### src/sv/rbd_pkg.sv
// Package with the types, codes and constants of the region boundary pixel detector.
`default_nettype none

package rbd_pkg;

  localparam int DEF_MAX_ROWS = 256;
  localparam int DEF_MAX_COLS = 256;

  localparam int OP_W       = 2;
  localparam int COORD_W    = 8;
  localparam int DIM_W      = 9;
  localparam int THR_W      = 4;
  localparam int COUNT_W    = 4;
  localparam int CFG_IDX_W  = 2;
  localparam int CFG_DATA_W = 9;

  localparam logic [OP_W-1:0] OP_MARK     = 2'd0;
  localparam logic [OP_W-1:0] OP_CLASSIFY = 2'd1;
  localparam logic [OP_W-1:0] OP_UNMARK   = 2'd2;

  localparam logic [CFG_IDX_W-1:0] CFG_ROWS     = 2'd0;
  localparam logic [CFG_IDX_W-1:0] CFG_COLS     = 2'd1;
  localparam logic [CFG_IDX_W-1:0] CFG_EDGE_MIN = 2'd2;

  localparam logic [DIM_W-1:0] ROWS_RESET     = 9'd256;
  localparam logic [DIM_W-1:0] COLS_RESET     = 9'd256;
  localparam logic [THR_W-1:0] EDGE_MIN_RESET = 4'd4;
  localparam logic [COUNT_W-1:0] ALL_EMPTY    = 4'd8;

  typedef struct packed {
    logic [OP_W-1:0]    op;
    logic [COORD_W-1:0] cell_row;
    logic [COORD_W-1:0] cell_col;
  } in_item_t;

  typedef struct packed {
    logic [COORD_W-1:0] out_row;
    logic [COORD_W-1:0] out_col;
    logic [COUNT_W-1:0] empty_neighbours;
    logic               is_edge;
  } out_item_t;

  typedef struct packed {
    logic [DIM_W-1:0] rows_in_use;
    logic [DIM_W-1:0] cols_in_use;
    logic [THR_W-1:0] edge_min_empty;
  } cfg_t;

  typedef enum logic [2:0] {
    ST_CLEAR,
    ST_IDLE,
    ST_SCAN,
    ST_HOLD,
    ST_MRD,
    ST_MWR
  } state_t;

endpackage

`default_nettype wire

### src/sv/rbd_ctrl.sv
// Sequencer that clears the memory, updates rows and scans the three rows around a cell.
`default_nettype none

module rbd_ctrl
  import rbd_pkg::*;
#(
  parameter int MAX_ROWS = DEF_MAX_ROWS,
  parameter int MAX_COLS = DEF_MAX_COLS
) (
  input  wire logic                        clk,
  input  wire logic                        rst_n,
  input  wire cfg_t                        cfg,
  input  wire logic                        in_valid,
  output logic                             in_ready,
  input  wire in_item_t                    in_data,
  output logic                             out_valid,
  input  wire logic                        out_ready,
  output out_item_t                        out_data,
  output logic                             mem_wr_en,
  output logic [$clog2(MAX_ROWS)-1:0]      mem_wr_addr,
  output logic [MAX_COLS-1:0]              mem_wr_data,
  output logic                             mem_rd_en,
  output logic [$clog2(MAX_ROWS)-1:0]      mem_rd_addr,
  input  wire logic [MAX_COLS-1:0]         mem_rd_data
);

  localparam int RAW = $clog2(MAX_ROWS);
  localparam int CAW = $clog2(MAX_COLS);
  localparam int RLW = ($clog2(MAX_ROWS + 1) > DIM_W) ? $clog2(MAX_ROWS + 1) : DIM_W;
  localparam int CLW = ($clog2(MAX_COLS + 1) > DIM_W) ? $clog2(MAX_COLS + 1) : DIM_W;
  localparam logic [RAW-1:0] CLR_LAST = RAW'(MAX_ROWS - 1);

  state_t              state_r, state_nxt;
  in_item_t            item_r;
  logic [1:0]          s_r;
  logic [COUNT_W-1:0]  count_r;
  logic [RAW-1:0]      clr_r;
  logic                out_valid_r;
  out_item_t           out_data_r;

  logic [RLW-1:0]      nr, rows_ext, r_ext;
  logic [CLW-1:0]      nc, cols_ext, c_ext;
  logic [RLW-1:0]      row_k [3];
  logic [CLW-1:0]      col_k [3];
  logic [2:0]          rowv, colv;
  logic [1:0]          proc_idx;
  logic [1:0]          row_empty;
  logic [COUNT_W-1:0]  cnt_fin;
  logic [COUNT_W-1:0]  cnt_sel;
  logic                accept, load_out, out_free, cell_inside;
  logic [MAX_COLS-1:0] mod_row;

  assign rows_ext = RLW'(cfg.rows_in_use);
  assign cols_ext = CLW'(cfg.cols_in_use);
  assign r_ext    = RLW'(item_r.cell_row);
  assign c_ext    = CLW'(item_r.cell_col);

  always_comb begin
    if (rows_ext == '0) begin
      nr = RLW'(1);
    end else if (rows_ext > RLW'(MAX_ROWS)) begin
      nr = RLW'(MAX_ROWS);
    end else begin
      nr = rows_ext;
    end
    if (cols_ext == '0) begin
      nc = CLW'(1);
    end else if (cols_ext > CLW'(MAX_COLS)) begin
      nc = CLW'(MAX_COLS);
    end else begin
      nc = cols_ext;
    end
  end

  always_comb begin
    row_k[0] = r_ext - RLW'(1);
    row_k[1] = r_ext;
    row_k[2] = r_ext + RLW'(1);
    col_k[0] = c_ext - CLW'(1);
    col_k[1] = c_ext;
    col_k[2] = c_ext + CLW'(1);
    rowv[0]  = (r_ext != '0) && (row_k[0] < nr);
    rowv[1]  = row_k[1] < nr;
    rowv[2]  = row_k[2] < nr;
    colv[0]  = (c_ext != '0) && (col_k[0] < nc);
    colv[1]  = col_k[1] < nc;
    colv[2]  = col_k[2] < nc;
  end

  assign cell_inside = rowv[1] && colv[1];
  assign proc_idx    = s_r - 2'd1;

  always_comb begin
    row_empty = '0;
    for (int j = 0; j < 3; j++) begin
      if (!(proc_idx == 2'd1 && j == 1)) begin
        if (!(rowv[proc_idx] && colv[j] && mem_rd_data[col_k[j][CAW-1:0]])) begin
          row_empty = row_empty + 2'd1;
        end
      end
    end
  end

  assign cnt_fin = count_r + COUNT_W'(row_empty);

  always_comb begin
    mod_row = mem_rd_data;
    mod_row[col_k[1][CAW-1:0]] = (item_r.op == OP_MARK);
  end

  assign out_free = !out_valid_r || out_ready;
  assign accept   = in_valid && in_ready;

  always_comb begin
    state_nxt = state_r;
    unique case (state_r)
      ST_CLEAR: begin
        if (clr_r == CLR_LAST) state_nxt = ST_IDLE;
      end
      ST_IDLE: begin
        if (in_valid) begin
          priority if (in_data.op == OP_CLASSIFY) begin
            state_nxt = ST_SCAN;
          end else if (in_data.op == OP_MARK || in_data.op == OP_UNMARK) begin
            state_nxt = ST_MRD;
          end else begin
            state_nxt = ST_IDLE;
          end
        end
      end
      ST_SCAN: begin
        if (s_r == 2'd3) state_nxt = out_free ? ST_IDLE : ST_HOLD;
      end
      ST_HOLD: begin
        if (out_free) state_nxt = ST_IDLE;
      end
      ST_MRD: state_nxt = ST_MWR;
      ST_MWR: state_nxt = ST_IDLE;
      default: state_nxt = ST_CLEAR;
    endcase
  end

  always_comb begin
    in_ready    = 1'b0;
    mem_wr_en   = 1'b0;
    mem_wr_addr = row_k[1][RAW-1:0];
    mem_wr_data = mod_row;
    mem_rd_en   = 1'b0;
    mem_rd_addr = row_k[1][RAW-1:0];
    load_out    = 1'b0;
    cnt_sel     = cnt_fin;
    unique case (state_r)
      ST_CLEAR: begin
        mem_wr_en   = 1'b1;
        mem_wr_addr = clr_r;
        mem_wr_data = '0;
      end
      ST_IDLE: begin
        in_ready = 1'b1;
      end
      ST_SCAN: begin
        if (s_r != 2'd3) begin
          mem_rd_en   = rowv[s_r];
          mem_rd_addr = row_k[s_r][RAW-1:0];
        end else begin
          load_out = out_free;
        end
      end
      ST_HOLD: begin
        load_out = out_free;
        cnt_sel  = count_r;
      end
      ST_MRD: begin
        mem_rd_en = cell_inside;
      end
      ST_MWR: begin
        mem_wr_en = cell_inside;
      end
      default: begin
        in_ready = 1'b0;
      end
    endcase
  end

  always_ff @(posedge clk) begin
    if (!rst_n) begin
      state_r     <= ST_CLEAR;
      clr_r       <= '0;
      s_r         <= '0;
      count_r     <= '0;
      out_valid_r <= 1'b0;
    end else begin
      state_r <= state_nxt;
      if (state_r == ST_CLEAR) clr_r <= clr_r + RAW'(1);
      if (accept) begin
        s_r     <= '0;
        count_r <= '0;
      end else if (state_r == ST_SCAN) begin
        s_r <= s_r + 2'd1;
        if (s_r != 2'd0) count_r <= cnt_fin;
      end
      if (load_out) begin
        out_valid_r <= 1'b1;
      end else if (out_ready) begin
        out_valid_r <= 1'b0;
      end
    end
  end

  always_ff @(posedge clk) begin
    if (accept) item_r <= in_data;
    if (load_out) begin
      out_data_r.out_row          <= item_r.cell_row;
      out_data_r.out_col          <= item_r.cell_col;
      out_data_r.empty_neighbours <= cnt_sel;
      out_data_r.is_edge          <= (cnt_sel >= cfg.edge_min_empty) && (cnt_sel < ALL_EMPTY);
    end
  end

  assign out_valid = out_valid_r;
  assign out_data  = out_data_r;

  a_no_write_in_scan: assert property (@(posedge clk) disable iff (!rst_n)
    mem_wr_en |-> (state_r == ST_CLEAR || state_r == ST_MWR))
    else $error("memory written outside clearing or row update");

  a_no_result_overwrite: assert property (@(posedge clk) disable iff (!rst_n)
    !(load_out && out_valid_r && !out_ready))
    else $error("pending result overwritten");

  a_clear_complete: assert property (@(posedge clk) disable iff (!rst_n)
    (state_r == ST_CLEAR && state_nxt != ST_CLEAR) |-> clr_r == CLR_LAST)
    else $error("clearing pass ended early");

  a_count_bound: assert property (@(posedge clk) disable iff (!rst_n)
    (state_r == ST_SCAN || state_r == ST_HOLD) |-> count_r <= ALL_EMPTY)
    else $error("neighbour count out of range");

endmodule

`default_nettype wire

### config.mk
export PLATFORM = sky130hd
export DESIGN_NAME = rbd_ctrl
export DESIGN_NICKNAME = d
export VERILOG_FILES = /design/src/sv/rbd_pkg.sv /design/src/sv/rbd_ctrl.sv
export SDC_FILE = /design/constraint.sdc
export NUM_CORES = 1
export LEC_CHECK = 0
export BUFFER_PORTS_ARGS = -buffer_cell sky130_fd_sc_hd__buf_4
export CAP_MARGIN = 20
export CELL_PAD_IN_SITES_DETAIL_PLACEMENT = 1
export CELL_PAD_IN_SITES_GLOBAL_PLACEMENT = 2
export CORE_MARGIN = 1
export CORE_UTILIZATION = 30
export CTS_CLUSTER_SIZE = 12
export DETAILED_ROUTE_END_ITERATION = 12
export GPL_TIMING_DRIVEN = 1
export PLACE_DENSITY = 0.95
export SYNTH_ARGS = -nofsm -noshare
export SYNTH_HDL_FRONTEND = slang
export SYNTH_SLANG_ARGS = --single-unit
### constraint.sdc
create_clock -name clk -period 14.2 [get_ports clk]
set_clock_uncertainty 0.1 [all_clocks]
set_input_delay 1.42 -clock clk [delete_from_list [all_inputs] [get_ports clk]]
set_output_delay 1.42 -clock clk [all_outputs]
set_load 0.01 [all_outputs]
==> results of run 1 <==
==> area by class of cell <==
cell class	count	share of cell area, %
antenna	16	0.192
clock buffer	10	1.10
clock inverter	6	0.281
inverter	33	0.593
multi-input combinational	1696	62.7
sequential	57	7.33
tap	680	4.07
timing repair buffer	655	23.7
==> cells by family (layout without fill, tap and decap cells) <==
family / count (synthesis) / in the layout / synth area share [%]
compound gates: 691 / 691 / 24.4
xor+xnor: 38 / 38 / 2.33
fa+ha+maj: 66 / 66 / 5.29
buf+inv: 266 / 704 / 7.34
flops: 57 / 57 / 9.72
mux: 238 / 238 / 30.7
other cells: 0 / 16 / 0
simple gates: 663 / 663 / 20.3
==> cell usage after synthesis, types with 7 or more instances <==
| master | count |
|---|---|
| and2_0 | 8 |
| mux2_2 | 7 |
| ha_1 | 65 |
| nor2_1 | 64 |
| buf_2 | 27 |
| inv_2 | 10 |
| mux2i_1 | 33 |
| nand3_1 | 294 |
| a32oi_1 | 13 |
| a21oi_1 | 289 |
| clkbuf_1 | 171 |
| nor2b_1 | 11 |
| edfxtp_1 | 39 |
| inv_1 | 22 |
| dfxtp_1 | 18 |
| nor3_1 | 15 |
| mux4_2 | 193 |
| nand2_1 | 181 |
| o21ai_1 | 14 |
| a21o_1 | 14 |
| nand2b_1 | 16 |
| a22oi_1 | 7 |
| buf_4 | 19 |
| xnor2_1 | 23 |
| a211oi_1 | 8 |
| nand4_1 | 19 |
| xor2_1 | 12 |
| and2_1 | 16 |
| o21ai_0 | 267 |
| o21a_1 | 8 |
| a31oi_1 | 9 |
| buf_1 | 10 |
| and3_1 | 13 |
==> state kept, by name, indices dropped and copies added (netlist names) <==
name       count
item_r        10
c_ext          8
out_valid      1
count_r        4
clr_r          8
out_data      21
state_r        3
s_r            2
==> routing by layer <==
layer  part of all wire, %  vias up  GRT usage [%]  wire, um
li1                      -     8667              -         -
met1                    36    11100           57.1     45500
met2                    43     2184           67.0     53900
met3                    15      410           16.8     19100
met4                   5.5       12           21.2      6960
met5                  0.13        -           1.38       161
==> final timing paths <==
check             slack, ns               startpoint                 endpoint  cells past startpoint
setup reg to reg       6.26       c_ext[0]$_DFFE_PP_    out_data[0]$_DFFE_PP_                     24
setup / recovery       6.26       c_ext[0]$_DFFE_PP_    out_data[0]$_DFFE_PP_                     24
hold / removal         0.44  count_r[3]$_SDFFE_PP0P_  count_r[3]$_SDFFE_PP0P_                      2
hold reg to reg        0.44  count_r[3]$_SDFFE_PP0P_  count_r[3]$_SDFFE_PP0P_                      2
==> power by group through the flow <==
stage	Sequential, W	Clock [W]	Combinational, W
2_1_floorplan	0.000181	0	0.0000856
3_3_place_gp	0.000181	0	0.000247
3_5_place_dp	0.000181	0	0.000252
4_1_cts	0.000178	0.000217	0.000253
5_1_grt	0.000178	0.000227	0.000271
6_report	0.000178	0.000220	0.000272
==> per-stage QoR <==
step / utilization (%) / area (sq um) / cells / setup slack [ns] / hold WS, ns
detailed placement: 39.7 / 20500 / 3116 / 6.45 / 0.438
floorplan: - / 15700 / 2019 / 7.89 / 0.355
finish: 40.5 / 20900 / 3153 / 6.26 / 0.444
global route: 40.5 / 20900 / 3149 / 5.93 / 0.499
CTS: 40.3 / 20800 / 3132 / 6.42 / 0.450
global placement: 39.7 / 20500 / 3115 / 6.71 / 0.408
==> worst max-delay path, stage by stage, from the launching register on <==
cell and delay [ns]:
edfxtp_1 0.37, buf_4 0.77, buf_4 0.90, or3_1 0.36
xor2_1 0.43, inv_1 0.12, ha_1 0.34, a21o_1 0.16
a21oi_1 0.13, a21oi_1 0.07, or4b_2 0.62, a2111oi_2 0.50
inv_1 0.09, ha_1 0.33, nor2_1 0.13, a21oi_1 0.07
xnor2_1 0.15, ha_1 0.23, fa_1 0.48, mux2_2 0.31
ha_1 0.30, a21o_1 0.20, a21o_1 0.19, a21oi_1 0.16
nor2_1 0.06
==> summary.txt, run 1 <==
Status
  – Status: completed

Synthesis
  – Post-synth EDFFs: 39
  – Synth Flop Type: edfxtp_1
  – Mapped Nets: 2,385
  – Synth warn: 0
  – Ranking of synthesized cells by area: mux4_2, nand3_1, a21oi_1
  – Syn Inst Count: 2,019
  – Sequential share of the synthesized area: approximately a tenth
  – Netlist Area Pre-Place: around 16,000 sq um
  – Mapped Avg Cell Area: 7.80 sq um
  – Post-synth top area cell: mux4_2
  – Yosys reg bits: 57
  – Async set-reset flop share out of synthesis: 0%
  – Unique masters post-synth: 75
  – Area share of the largest cell type after synthesis: between 20% and 30%

Timing
  – Setup TNS: 0 ns
  – RSZ-0062 raised after global routing: no
  – # setup viols final: 0
  – Final hold viol count: 0
  – Highest clock rate: roughly 130 MHz
  – Slew @ Worst Pin: roughly 1.2 ns
  – Rel. slew slack: 20.9%
  – Tcrit/Tclk final: 55.9%
  – Min cycle time layout: 7.94 ns
  – Max-slew violations: 0

Floorplanning
  – Overall die area: 53,400 sq um
  – Initial cell density of the core: 30.5%
  – Die Ht: 231 um
  – Ports: 597
  – Core area: 51,600 sq um
  – Die Wd: roughly 230 um
  – Row count: 83

CTS
  – TritonCTS Sinks: 57
  – Clock latency on the worst-skew pair: 0.34 ns
  – CTS tree: done
  – H-tree depth: 3
  – CTS root buf: clkbuf_16
  – Clk buf depth: 2
  – Clock Pin Slew Worst Setup and Hold Paths: 0.06 ns
  – Postcts setup bufs: 0
  – CTS resizes: 0
  – TritonCTS Buffers: 9
  – Post-CTS Hold Fix Bufs: 0

Cells and area
  – Layout area overhead: 32.7%
  – Layout cells sized above 1: 36.4%
  – Filler cell count: around 6,200
  – Final #Nets: ~2,800
  – Multi-input logic area: 13,100 sq um
  – Sequential cell area: 1530 sq um
  – Commonest non-fill, non-tap cell in the layout: buf_4
  – Most frequent cells in the layout: buf_4, nand3_1, a21oi_1

Pwr
  – Sw frac: 35.8%
  – Psw: 0.000240 W
  – Leakage: 8.01 nW
  – Clock network fraction of design power: roughly a third
  – Reg power frac: 26.6%
  – Cell area power density: between 30 and 40 nW/um^2
  – Total Power: between 0.0006 and 0.0007 W
  – Internal power: 0.000430 W
  – Combinational share of power: 40.6%
  – Max VDD drop: 53.2 uV

Worst setup path
  – Worst path required time: 14.18 ns
  – Worst Path Class, Setup: reg -> reg
  – Setup crit start kind: flip-flop
  – Worst-path fanout max: 66
  – WP data arrival: 7.93 ns
  – Element type at the critical path end: flip-flop

Route
  – DRC violations left: 0
  – Post-route ant nets: 0
  – Initial drt markers: around 3,800
  – Drt total wl: 126,000 um
  – Wirelength per Cell: 39.8 um
  – Vias/cell: 7.11
  – Via Count: 22,400
  – First drt pass iteration count: 6

Job
  – Max-cap violations: 0

Place
  – I/O Buffers: 596
  – RD Place Congestion: 1.08
  – Post-DP HPWL: between 90,000 and 100,000 um

GRT
  – Pin count of the biggest net entering global routing: 122
  – Initial antenna violation count: 20
  – Vias in the first global route: ~22,000
  – Total GRT Usage: 45.0%
  – Grt total ovfl: 0
  – First-pass GRT wire length: 170,000 um

Hold path
  – Hold Path Class: reg -> reg
(Power assumes the default switching activity.)
==> run 2, diff against run 1 <==
- CORE_UTILIZATION: 30 -> 25
- PLACE_DENSITY: 0.95 -> 0.88
- clock period: 14.2 -> 6.35 ns (I/O delays scaled with it)
==> run 2 against run 1 <==
  * Non-clock buffer count grew 67
  * Hold slack got worse by 0.071 ns
  * Global-route usage down 6.5 points
  * Register-to-register slack worse by 6.0 ns
  * Critical path type unchanged
  * Largest power group unchanged
==> summary.txt, run 2 (synthesized netlist as in run 1, its figures left out) <==
Place
  – RD Place Congestion: 1.04 (-4.3%)
  – I/O Buffers: 596 (unchanged)
  – Post-DP HPWL: 98,900 um (+1.8%)
  – Placed insts: 3,328 (+6.8%)

GRT
  – Vias in the first global route: 22,100 (+2.5%)
  – Pin count of the biggest net entering global routing: 156 (+28%)
  – First-pass GRT wire length: 175,000 um (+2.5%)
  – Initial antenna violation count: 12 (-40%)
  – Total GRT Usage: 38.4% (-6.5 points)
  – Grt total ovfl: 0 (unchanged)

Timing
  – RSZ-0062 raised after global routing: no
  – # setup viols final: 0 (unchanged)
  – Rel. slew slack: 13.9% (-6.9 points)
  – Setup TNS: 0 ns (unchanged)
  – Slew @ Worst Pin: 1.29 ns (+0.104 ns)
  – Highest clock rate: 164 MHz (+30%)
  – Max-slew violations: 0 (unchanged)
  – Min cycle time layout: 6.09 ns (-1.85 ns)
  – Tcrit/Tclk final: 95.9% (+40 points)
  – Final hold viol count: 0 (unchanged)

Route
  – Post-route ant nets: 0 (unchanged)
  – Via Count: 22,200 (-0.82%)
  – Vias/cell: 6.60 (-7.1%)
  – Met3 WL: 17,100 um (-10%)
  – Wirelength per Cell: 38.0 um (-4.6%)
  – WL met1: 48,000 um (+5.4%)
  – Met2 routed WL: 56,300 um (+4.5%)
  – Drt total wl: 128,000 um (+1.9%)
  – First drt pass iteration count: 6 (unchanged)
  – DRC violations left: 0 (unchanged)
  – Initial drt markers: 3,556 (-5.7%)
  – Max layer used: met5

Pwr
  – Cell area power density: 67.7 nW/um^2 (+110%)
  – Max VDD drop: 107 uV (+100%)
  – Leakage: 8.40 nW (+5.0%)

CTS
  – Clock Pin Slew Worst Setup and Hold Paths: 0.07 ns (about the same)
  – TritonCTS Buffers: 9 (unchanged)
  – TritonCTS Sinks: 57 (unchanged)
  – CTS tree: done
  – CTS root buf: clkbuf_16
  – Clock latency on the worst-skew pair: 0.34 ns (about the same)
  – H-tree depth: 3 (unchanged)
  – Clk buf depth: 2 (unchanged)

Worst setup path
  – Setup crit start kind: flip-flop
  – Element type at the critical path end: flip-flop
  – Worst-path fanout max: 9 (-86%)
  – Worst Path Class, Setup: reg -> reg
  – WP data arrival: 6.06 ns (-1.87 ns)
  – Worst path required time: 6.32 ns (-7.86 ns)

Hold path
  – Hold Path Class: in -> reg

Floorplanning
  – Initial cell density of the core: 25.4% (-5.1 points)
  – Overall die area: 64,000 sq um (+20%)
  – Row count: 91 (+9.6%)
  – Die Wd: 253 um (+9.5%)
  – Die Ht: 253 um (+9.5%)
  – Core area: 61,900 sq um (+20%)
  – Ports: 597 (unchanged)

Cells and area
  – Largest register FFs: 21 (unchanged)
  – Layout cells sized above 1: 38.1% (+1.7 points)
  – Commonest non-fill, non-tap cell in the layout: buf_4
  – Filler cell count: 7,503 (+21%)
  – Layout area overhead: 38.2%
  – Non-Filler Instances: 3,368 (+6.8%)
  – Final #Nets: 2,885 (+2.4%)
  – Most frequent cells in the layout: buf_4, nand3_1, a21oi_1

Job
  – Max-cap violations: 0 (unchanged)

Status
  – Status: completed
[run 2: layout make-up]
type / count / area [sq um] / share of cell area (%)
Inverter: 33 / 126 / 0.580
Timing Repair Buffer: 722 / 5630 / 25.9
Antenna cell: 7 / 17.5 / 0.0805
Clock inverter: 7 / 71.3 / 0.328
Multi-Input combinational cell: 1696 / 13100 / 60.3
Tap cell: 837 / 1050 / 4.81
Sequential cell: 57 / 1530 / 7.03
Clock buffer: 9 / 225 / 1.03
[run 2: routing by layer]
layer  up-vias  global-route usage, %
li1       8786                      -
met1     11200                   49.5
met2      1909                   58.3
met3       346                   11.9
met4         8                   18.1
met5         -                      0
[run 2: worst max-delay path, cell delays in order, from the launching register on]
cell and delay, ns:
edfxtp_1 0.52, inv_2 0.14, ha_4 0.25, nor3b_4 0.24, nand2_1 0.14, xnor2_2 0.18
inv_2 0.09, ha_1 0.31, a21oi_1 0.17, nor2b_1 0.06, o21ai_0 0.13, or4b_2 0.65
a2111oi_4 0.34, inv_1 0.09, ha_1 0.31, nor2_1 0.04, a21oi_1 0.16, xnor2_1 0.14
ha_1 0.21, fa_1 0.44, mux2_2 0.30, ha_1 0.28, a21o_1 0.16, a21o_1 0.17
a21oi_1 0.15, nor2_1 0.05
[run 2: worst paths after layout]
| check | startpoint | cells past startpoint | end | slack, ns |
|---|---|---|---|---|
| hold reg to reg | out_valid$_SDFFE_PN0P_ | 2 | out_valid$_SDFFE_PN0P_ | 0.44 |
| hold / removal | in_data[7] | 1 | c_ext[7]$_DFFE_PP_ | 0.37 |
| setup reg to reg | c_ext[0]$_DFFE_PP_ | 25 | out_data[0]$_DFFE_PP_ | 0.26 |
| setup / recovery | c_ext[0]$_DFFE_PP_ | 25 | out_data[0]$_DFFE_PP_ | 0.26 |
[run 2: where the power goes]
part	internal (W)	switching, W	total, W
logic	0.000265	0.000320	0.000585
clock network	0.000303	0.000189	0.000492
registers	0.000396	0.00000233	0.000398
[run 2: stage by stage]
step	utilization [%]	instance area, sq um	hold slack, ns	total power [W]	setup WS (ns)
2_1_floorplan	-	15700	0.355	0.000596	0.0397
3_3_place_gp	34.3	21200	0.415	0.000952	0.300
3_5_place_dp	34.3	21300	0.435	0.000962	0.234
4_1_cts	34.8	21600	0.364	0.00145	0.193
5_1_grt	35.1	21800	0.363	0.00151	0.0211
6_report	35.1	21800	0.373	0.00147	0.260
[run 2: what timing repair did]
| action | CTS | global route |
|---|---|---|
| endpoints found under the setup margin | 0 | 1 |
| setup buffers | 0 | 10 |
| resized for setup | 0 | 4 |
| hold buffers | 0 | 0 |
